**src/hdl/touch_button_press_classifier_unit_macros.svh**
```systemverilog
// Assertion macros shared by the touch button press classifier RTL.
`ifndef TOUCH_BUTTON_PRESS_CLASSIFIER_UNIT_MACROS_SVH
`define TOUCH_BUTTON_PRESS_CLASSIFIER_UNIT_MACROS_SVH

// Check a property on every clock edge outside reset.
`define TBPC_ASSERT(name, prop) \
  name: assert property (@(posedge clk_i) disable iff (!rst_ni) (prop)) \
    else $error("tbpc check failed");

// Check a property on every clock edge, reset included.
`define TBPC_ASSERT_ALWAYS(name, prop) \
  name: assert property (@(posedge clk_i) (prop)) \
    else $error("tbpc check failed");

`endif

```
**src/hdl/tbpc_pkg.sv**
```systemverilog
// Types and constants of the touch button press classifier.
package tbpc_pkg;

  localparam int unsigned PAD_COUNT = 3;
  localparam int unsigned READ_W    = 16;
  localparam int unsigned TIME_W    = 32;
  localparam int unsigned CFG_IDX_W = 2;

  localparam logic [READ_W-1:0] THRESHOLD_RST   = 16'd17;
  localparam logic [READ_W-1:0] SHORT_LIMIT_RST = 16'd700;
  localparam logic [READ_W-1:0] LONG_LIMIT_RST  = 16'd1000;

  typedef enum logic [CFG_IDX_W-1:0] {
    CFG_PAD_THRESHOLD = 2'd0,
    CFG_SHORT_LIMIT   = 2'd1,
    CFG_LONG_LIMIT    = 2'd2
  } cfg_idx_e;

  typedef struct packed {
    logic [TIME_W-1:0] time_ms;
    logic [READ_W-1:0] touch_0;
    logic [READ_W-1:0] touch_1;
    logic [READ_W-1:0] touch_2;
    logic              suppress;
  } in_item_t;

  typedef struct packed {
    logic [PAD_COUNT-1:0] touched_mask;
    logic [PAD_COUNT-1:0] short_mask;
    logic [PAD_COUNT-1:0] long_mask;
  } out_item_t;

  typedef struct packed {
    logic [READ_W-1:0] pad_threshold;
    logic [READ_W-1:0] short_limit_ms;
    logic [READ_W-1:0] long_limit_ms;
  } cfg_t;

  typedef struct packed {
    logic touched;
    logic short_hit;
    logic long_hit;
  } pad_flags_t;

endpackage

```
**src/hdl/tbpc_cfg_regs.sv**
```systemverilog
// Configuration registers: touch threshold and press time limits.
module tbpc_cfg_regs import tbpc_pkg::*; (
  input  logic                 clk_i,
  input  logic                 rst_ni,
  input  logic                 cfg_valid_i,
  output logic                 cfg_ready_o,
  input  logic [CFG_IDX_W-1:0] cfg_index_i,
  input  logic [READ_W-1:0]    cfg_data_i,
  output cfg_t                 cfg_o
);

  cfg_t cfg_q, cfg_d;

  assign cfg_ready_o = 1'b1;

  always_comb begin
    cfg_d = cfg_q;
    if (cfg_valid_i) begin
      unique case (cfg_idx_e'(cfg_index_i))
        CFG_PAD_THRESHOLD: cfg_d.pad_threshold  = cfg_data_i;
        CFG_SHORT_LIMIT:   cfg_d.short_limit_ms = cfg_data_i;
        CFG_LONG_LIMIT:    cfg_d.long_limit_ms  = cfg_data_i;
        default:           cfg_d = cfg_q;
      endcase
    end
  end

  always_ff @(posedge clk_i or negedge rst_ni) begin
    if (!rst_ni) begin
      cfg_q.pad_threshold  <= THRESHOLD_RST;
      cfg_q.short_limit_ms <= SHORT_LIMIT_RST;
      cfg_q.long_limit_ms  <= LONG_LIMIT_RST;
    end else begin
      cfg_q <= cfg_d;
    end
  end

  assign cfg_o = cfg_q;

endmodule

```
**src/hdl/tbpc_pad_lane.sv**
```systemverilog
// One pad: touch detect, edge tracking, hold timing and press classification.
module tbpc_pad_lane import tbpc_pkg::*; (
  input  logic              clk_i,
  input  logic              rst_ni,
  input  logic [READ_W-1:0] reading_i,
  input  logic [TIME_W-1:0] now_i,
  input  logic              quiet_i,
  input  cfg_t              cfg_i,
  input  logic              update_i,
  output pad_flags_t        flags_o
);

  logic              last_q, last_d;
  logic              rep_q, rep_d;
  logic [TIME_W-1:0] rise_q, rise_d;
  logic              is_touched;
  logic              rising;
  logic              falling;
  logic [TIME_W-1:0] held;
  logic              short_hit;
  logic              long_hit;

  always_comb begin
    is_touched = reading_i < cfg_i.pad_threshold;
    rising     = !last_q && is_touched;
    falling    = last_q && !is_touched;
    rise_d     = rising ? now_i : rise_q;
    // Elapsed time wraps with the timestamp.
    held       = now_i - rise_d;
    short_hit  = !quiet_i && falling &&
                 (held < {{(TIME_W-READ_W){1'b0}}, cfg_i.short_limit_ms});
    long_hit   = !quiet_i && is_touched && !rep_q &&
                 (held > {{(TIME_W-READ_W){1'b0}}, cfg_i.long_limit_ms});
    last_d     = is_touched;
    rep_d      = rep_q;
    // Re-arm on release, latch on report; hold while suppressed.
    if (falling && !quiet_i) begin
      rep_d = 1'b0;
    end else if (long_hit) begin
      rep_d = 1'b1;
    end
  end

  always_ff @(posedge clk_i or negedge rst_ni) begin
    if (!rst_ni) begin
      last_q <= 1'b0;
      rep_q  <= 1'b0;
      rise_q <= '0;
    end else if (update_i) begin
      last_q <= last_d;
      rep_q  <= rep_d;
      rise_q <= rise_d;
    end
  end

  assign flags_o.touched   = is_touched;
  assign flags_o.short_hit = short_hit;
  assign flags_o.long_hit  = long_hit;

endmodule

```
**src/hdl/touch_button_press_classifier_unit.sv**
```systemverilog
// Throughput: one beat per cycle while out_stall_i does not hold the pipe;
// input register feeds per-pad logic, result register drives the output,
// pad state commits as a beat enters the result.
// Reset: rst_ni low clears both stages, pad state and loads register defaults.
// Top level of the touch button press classifier.
`include "touch_button_press_classifier_unit_macros.svh"
module touch_button_press_classifier_unit import tbpc_pkg::*; (
  input  logic                 clk_i,
  input  logic                 rst_ni,
  input  logic                 in_valid_i,
  output logic                 in_stall_o,
  input  in_item_t             in_data_i,
  output logic                 out_valid_o,
  input  logic                 out_stall_i,
  output out_item_t            out_data_o,
  input  logic                 cfg_valid_i,
  output logic                 cfg_ready_o,
  input  logic [CFG_IDX_W-1:0] cfg_index_i,
  input  logic [READ_W-1:0]    cfg_data_i
);

  cfg_t                           cfg;
  logic                           s1_valid_q, s1_valid_d;
  in_item_t                       s1_data_q;
  logic                           out_valid_q, out_valid_d;
  out_item_t                      out_data_q, out_data_d;
  logic                           advance;
  logic                           accept;
  logic [PAD_COUNT-1:0][READ_W-1:0] readings;
  pad_flags_t [PAD_COUNT-1:0]     flags;

  tbpc_cfg_regs u_cfg (
    .clk_i       (clk_i),
    .rst_ni      (rst_ni),
    .cfg_valid_i (cfg_valid_i),
    .cfg_ready_o (cfg_ready_o),
    .cfg_index_i (cfg_index_i),
    .cfg_data_i  (cfg_data_i),
    .cfg_o       (cfg)
  );

  // Move the held beat on when the result register is free or draining.
  assign advance    = s1_valid_q && (!out_valid_q || !out_stall_i);
  assign in_stall_o = s1_valid_q && !advance;
  assign accept     = in_valid_i && !in_stall_o;

  assign readings = {s1_data_q.touch_2, s1_data_q.touch_1, s1_data_q.touch_0};

  for (genvar p = 0; p < PAD_COUNT; p++) begin : g_pad
    tbpc_pad_lane u_lane (
      .clk_i     (clk_i),
      .rst_ni    (rst_ni),
      .reading_i (readings[p]),
      .now_i     (s1_data_q.time_ms),
      .quiet_i   (s1_data_q.suppress),
      .cfg_i     (cfg),
      .update_i  (advance),
      .flags_o   (flags[p])
    );
  end

  always_comb begin
    s1_valid_d  = accept || (s1_valid_q && !advance);
    out_valid_d = advance || (out_valid_q && out_stall_i);
    for (int p = 0; p < PAD_COUNT; p++) begin
      out_data_d.touched_mask[p] = flags[p].touched;
      out_data_d.short_mask[p]   = flags[p].short_hit;
      out_data_d.long_mask[p]    = flags[p].long_hit;
    end
  end

  always_ff @(posedge clk_i or negedge rst_ni) begin
    if (!rst_ni) begin
      s1_valid_q  <= 1'b0;
      out_valid_q <= 1'b0;
    end else begin
      s1_valid_q  <= s1_valid_d;
      out_valid_q <= out_valid_d;
    end
  end

  always_ff @(posedge clk_i) begin
    if (accept) begin
      s1_data_q <= in_data_i;
    end
    if (advance) begin
      out_data_q <= out_data_d;
    end
  end

  assign out_valid_o = out_valid_q;
  assign out_data_o  = out_data_q;

  `TBPC_ASSERT_ALWAYS(a_empty_no_stall, !s1_valid_q |-> !in_stall_o)
  `TBPC_ASSERT(a_advance_fills_out, advance |=> out_valid_q)
  `TBPC_ASSERT(a_short_released, out_valid_q |-> ((out_data_q.short_mask & out_data_q.touched_mask) == '0))
  `TBPC_ASSERT(a_long_touched, out_valid_q |-> ((out_data_q.long_mask & ~out_data_q.touched_mask) == '0))

endmodule
```
**config.mk**
```make
export PLATFORM = sky130hd
export DESIGN_NAME = touch_button_press_classifier_unit
export DESIGN_NICKNAME = d
export VERILOG_FILES = /design/src/hdl/tbpc_pkg.sv /design/src/hdl/tbpc_cfg_regs.sv /design/src/hdl/tbpc_pad_lane.sv /design/src/hdl/touch_button_press_classifier_unit.sv
export VERILOG_INCLUDE_DIRS = /design/src /design/src/hdl
export SDC_FILE = /design/constraint.sdc
export NUM_CORES = 1
export LEC_CHECK = 0
export ABC_AREA = 1
export ABC_CLOCK_PERIOD_IN_PS = 11300
export BUFFER_PORTS_ARGS = -buffer_cell sky130_fd_sc_hd__buf_4
export CAP_MARGIN = 20
export CORE_MARGIN = 1.5
export CORE_UTILIZATION = 25
export CTS_CLUSTER_DIAMETER = 100
export DETAILED_ROUTE_END_ITERATION = 6
export GPL_TIMING_DRIVEN = 0
export PLACE_DENSITY = 0.5
export SLEW_MARGIN = 20
export SYNTH_ARGS = -nofsm -noshare
export SYNTH_HDL_FRONTEND = slang
export SYNTH_HIERARCHICAL = 1
export SYNTH_SLANG_ARGS = --single-unit
```
**constraint.sdc**
```tcl
create_clock -name clk_i -period 11.3 [get_ports clk_i]
set_clock_uncertainty 0.1 [all_clocks]
set_input_delay 0.565 -clock clk_i [delete_from_list [all_inputs] [get_ports clk_i]]
set_output_delay 0.565 -clock clk_i [all_outputs]
set_load 0.005 [all_outputs]
```
# Word-level counts from Yosys, hierarchy flattened
# Cells that the tools add are included.
# word_totals
input_bits	104
regBits	242
elab_cells	97
# op_classes
addsub	3
n_lt_le_gt_ge	9
n_eq_ne	2
n_reduce_logical	52
n_mux	9
# ops
cell	count
32-bit by 16-bit > comparator with 1-bit output	3
32-bit by 16-bit less-than comparator with 1-bit output	3
32-bit two-way mux	3
32-bit subtractor	3
16-bit less-than comparator	3
1-bit logical AND	25
1-bit logical NOT	14
2-bit AND reduction	6
1-bit two-way mux	6
2-bit nonzero test	3
1-bit logical OR	3
2-bit by 1-bit == test with 1-bit output (second input constant)	1
2-bit == test (second input constant)	1
2-bit logical NOT	1

# Logic depth before layout (Yosys ltp)
# depth
word_depth	8
ltp_mapped	41
depth_no_buf	38

# Cells and area by module
# Netlist, hierarchy kept.
# by_module_without_submodules
module	instances	seq_area_each_um2	cells_per_inst	area_per_inst_um2
tbpc_pad_lane at g_pad[0].u_lane	1	850.8	777	4971.0
tbpc_pad_lane at g_pad[2].u_lane	1	850.8	786	4969.8
tbpc_pad_lane at g_pad[1].u_lane	1	850.8	772	4902.2
touch_button_press_classifier_unit	1	2752.6	102	2797.7
tbpc_cfg_regs	1	1218.7	216	2073.2

# Least setup slack after synthesis
# Ideal clock, no wire load.
# synth_path
path_kind	reg2reg
from	register u_cfg.cfg_q (netlist bit u_cfg/cfg_o[36])
to	register out_data_q (netlist bit out_data_o[0]) (data pin)
setup_time_ns	0.251
t_required_ns	10.949
arrival_ns	4.794
path_stages_with_launch	37
n_path_buf	3
synth_period_minus_slack_ns	5.145
slack_ns	6.155
path_cell_list	dfstp_2 > inv_1 > ha_1 > a21oi_2 > nor2_1 > nor3_2 > nand2_1 > nand2_2 > nand3_4 > buf_12 > clkinv_1 > clkbuf_1 > nand2_1 > o21ai_0 > inv_1 > fa_1 > o21ai_1 > a21oi_1 > o21ai_0 > a21oi_1 > nand3b_1 > nand2_2 > nand2_2 > nand2_2 > nand2_2 > nand2_4 > xor2_1 > ha_1 > nand2_1 > nor2_1 > a2111oi_0 > a22oi_1 > inv_1 > nand3_2 > nand2_1 > inv_1 > buf_4
# synth_between
elab_chain_cells	6
# synth_rtl
element	line	source
start: declaration	tbpc_cfg_regs.sv:12	cfg_t cfg_q, cfg_d;
start signal: assignment	tbpc_cfg_regs.sv:34	cfg_q <= cfg_d;
16-bit less-than comparator	tbpc_pad_lane.sv:24	is_touched = reading_i < cfg_i.pad_threshold;
1-bit logical AND	tbpc_pad_lane.sv:25	rising = !last_q && is_touched;
32-bit two-way mux	tbpc_pad_lane.sv:27	rise_d = rising ? now_i : rise_q;
net g_pad[0].u_lane.rise_d[1]	tbpc_pad_lane.sv:15	logic [TIME_W-1:0] rise_q, rise_d;
32-bit subtractor	tbpc_pad_lane.sv:29	held = now_i - rise_d;
32-bit by 16-bit > comparator with 1-bit output	tbpc_pad_lane.sv:33	(held > {{(TIME_W-READ_W){1'b0}}, cfg_i.long_limit_ms});
1-bit logical AND	tbpc_pad_lane.sv:32	long_hit = !quiet_i && is_touched && !rep_q &&
net g_pad[0].u_lane.long_hit	tbpc_pad_lane.sv:21	logic long_hit;
end signal: assignment	touch_button_press_classifier_unit.sv:87	out_data_q <= out_data_d;
end: declaration	touch_button_press_classifier_unit.sv:26	out_item_t out_data_q, out_data_d;
# The timed path passes the listed nets, and every way through them passes these cells.
# A chain may end at the register's enable or synchronous reset.

# Final worst setup path
# Ends and elaborated chain as after synthesis.

==> run metrics <==
Final nets=3131; Critical Path Slowest Stage Cell=dfstp_2; Die W=283.8 um; Synth area leaders=dfrtp_1, ha_1, edfxtp_1, nand2_1, inv_1; CTS sink cnt=242; CP peak stage delay=0.58 ns; Wirelength per Cell=15.74 um; CP startpoint kind=flop; first-pass GRT wire length=95010 um; Fin Setup TNS=0 ns; Yosys cell types=56; syn_nets=2982; die area=80550 um2; RR Startpoint=u_cfg/cfg_o[36]$_DFFE_PN1P_; Mapped Cells=2653; setup ws final=4.851 ns; final hold violation count=0; final cell count without fillers=3866; status=finished clean; slew margin rel.=51.92%; Avg Cell Area, Syn=7.431 um2; Initial Utilization=25.36%; RSZ-0062 raised after global routing=false; max-slew violations=0; Crit Path Class=flop to flop; minimum clock period=6.449 ns; data arrival time of the critical path=6.71 ns; Post-Synth XOR/XNOR Area=2.044%; Setup crit end kind=flop; Yosys warnings=6; Vias/cell=4.484; cell family with most CP delay=compound AO/OA/AOI/OAI gates; WP data required=11.56 ns; drt drc=0; worst path buffer plus inverter count=10; iteration-0 DRC count of the detailed router=979; Worst-path clk slew=0.06 ns; combinational family with the most area after synthesis=simple AND/OR/NAND/NOR gates; simple-gate portion of the synthesized area=27.46%; area share of the largest cell type after synthesis=17.52%; Port Buffers=111; Adder-Cell Fraction of Synth Area=14.39%; commonest non-fill, non-tap cell in the layout=nand2_1; CP max FO=10; Power Density=273.4 nW/um2; sequential element share of the synthesized area=33.09%; Async SR Flop Fraction=62.81%; Seq cells post-synth=242; Core Box Area=77720 um2; Post-Syn Area=19710 um2; number of setup buffers added after CTS=0; final wirelength=60850 um; Max Cap Viol=0; maximum number of pins on one net before global-route repair=87; Max IR drop VDD=0.0001384 V; chip height=283.8 um; compound-gate portion of the synthesized area=12.36%; I/O pins=116; antenna cells=0; Top FF cell, synth=dfrtp_1; cts repair resizes=0; row count=102; Worst-Margin Slew=0.7212 ns; Syn-to-layout area delta=16.44%; total grt overflow=0; H-tree levels=1; most frequent cells in the layout=nand2_1, inv_1, o21ai_0; area leader, netlist=dfrtp_1; initial antenna violation count=0; total power=6.275 mW; vias in the first global route=16880; fmax=0.1551 GHz; Leak Pwr=11.24 nW; Hold Path Origin=in_data_i[40]; Detailed Routing Iterations Pass 1=5; Placer Congestion=0.8822; share of cells above drive strength 1=11.68%; Post-synth EDFFs=90; CTS root buf=clkbuf_16; Final ANT Viol Nets=0; post-route clock period utilization=57.07%; CTS tree=yes; hold slack=0.04021 ns; pre-CTS setup slack=4.700 ns; CTS Buf Count=30; Via Count=17340; worst skew pair latency=0.60 ns; mux share of post-synthesis cell area=0.1714%; DP Cell Count=3808; GRT Total Usage=14.90%; critical path startpoint=u_cfg/cfg_o[36]$_DFFE_PN1P_; clock tree buffer depth=3; Final HPWL DP=49610 um; Hold-fix buffers, CTS=2; # setup viols final=0; hold crit path type=input pin to flop
cell type report:
| cell class | count | area, um2 |
|---|---|---|
| well taps | 1040 | 1301 |
| clock buffers | 45 | 867.1 |
| repair buffers | 117 | 970.9 |
| clock inverters | 11 | 85.08 |
| fillers | 8397 | 54770 |
| flip-flops and latches | 242 | 6524 |
| multi-input cells | 1900 | 11140 |
| inverters | 449 | 1697 |
| plain buffers | 62 | 369.1 |
sequential cells by signal, indices dropped and copies added (netlist names):
signal and flops:
s1_valid_q 1, g_pad.u_lane/rep_q 3, out_valid_o 1, g_pad.u_lane/last_q 3, u_cfg/cfg_o 48, g_pad.u_lane/rise_q 96, s1_data_q 33, out_data_o 9
readings 48
Yosys cell counts (4+ instances only):
cell       count
inv_1        433
edfxtp_1      90
buf_2          6
buf_6          6
o21ai_1       10
dfrtp_1      138
nor2_2        14
clkbuf_1      33
a21oi_1      148
a211oi_1      13
nand3_4       12
nand2_2       28
nor3_2         7
nand3b_1      19
nand2_4        7
nand3_1      107
a21oi_2        7
inv_2         10
ha_1         222
o2111ai_1      5
dfstp_2       14
nor4_1         7
o21ai_0      241
o211ai_1       6
o21a_1         8
nor2_1       129
xor2_1        31
buf_4         15
nor2_4         4
nand4_1       68
nor3_1        33
xnor2_1       15
nand3_2       22
nand2_1      706
per-layer routing:
| layer | part of all wire (%) | global-route usage (%) |
|---|---|---|
| met1 | 47 | 19.90 |
| met2 | 48 | 25.76 |
| met3 | 3.4 | 1.568 |
| met4 | 1.7 | 3.262 |
| met5 | 0 | 0 |
worst paths after layout:
kind	to	slack [ns]	depth (start not counted)
worst max-delay path	out_data_o[0]$_DFFE_PP_	4.85	38
worst min-delay path	readings[7]$_DFFE_PP_	0.04	1
worst max register to register	out_data_o[0]$_DFFE_PP_	4.85	38
worst min register to register	g_pad[0].u_lane/rise_q[19]$_DFFE_PN0P_	0.38	2
max in group asynchronous	u_cfg/cfg_o[32]$_DFFE_PN1P_	9.74	4
min in group asynchronous	g_pad[0].u_lane/rise_q[22]$_DFFE_PN0P_	0.25	2
power breakdown:
group          switching [mW]  total [mW]  internal [mW]
logic                    2.53        3.99           1.46
clock network           0.410       0.942          0.532
registers               0.185        1.35           1.16
through the flow:
stage                     util, %  instance area, um2
after floorplan                 -               19710
after global placement      28.11               21850
after detailed placement    28.28               21980
after CTS                   29.53               22950
after global routing        29.53               22950
final                       29.53               22950
cell families after synthesis:
group                      count (synthesis)
AOI/OAI and AO/OA                        454
other                                      1
muxes                                      3
xor gates and xnor gates                  46
DFF                                      242
adders and majority gates                225
buffers and inverters                    511
and+or+nand+nor                         1171
No activity file was read; power rests on OpenSTA's default activity.
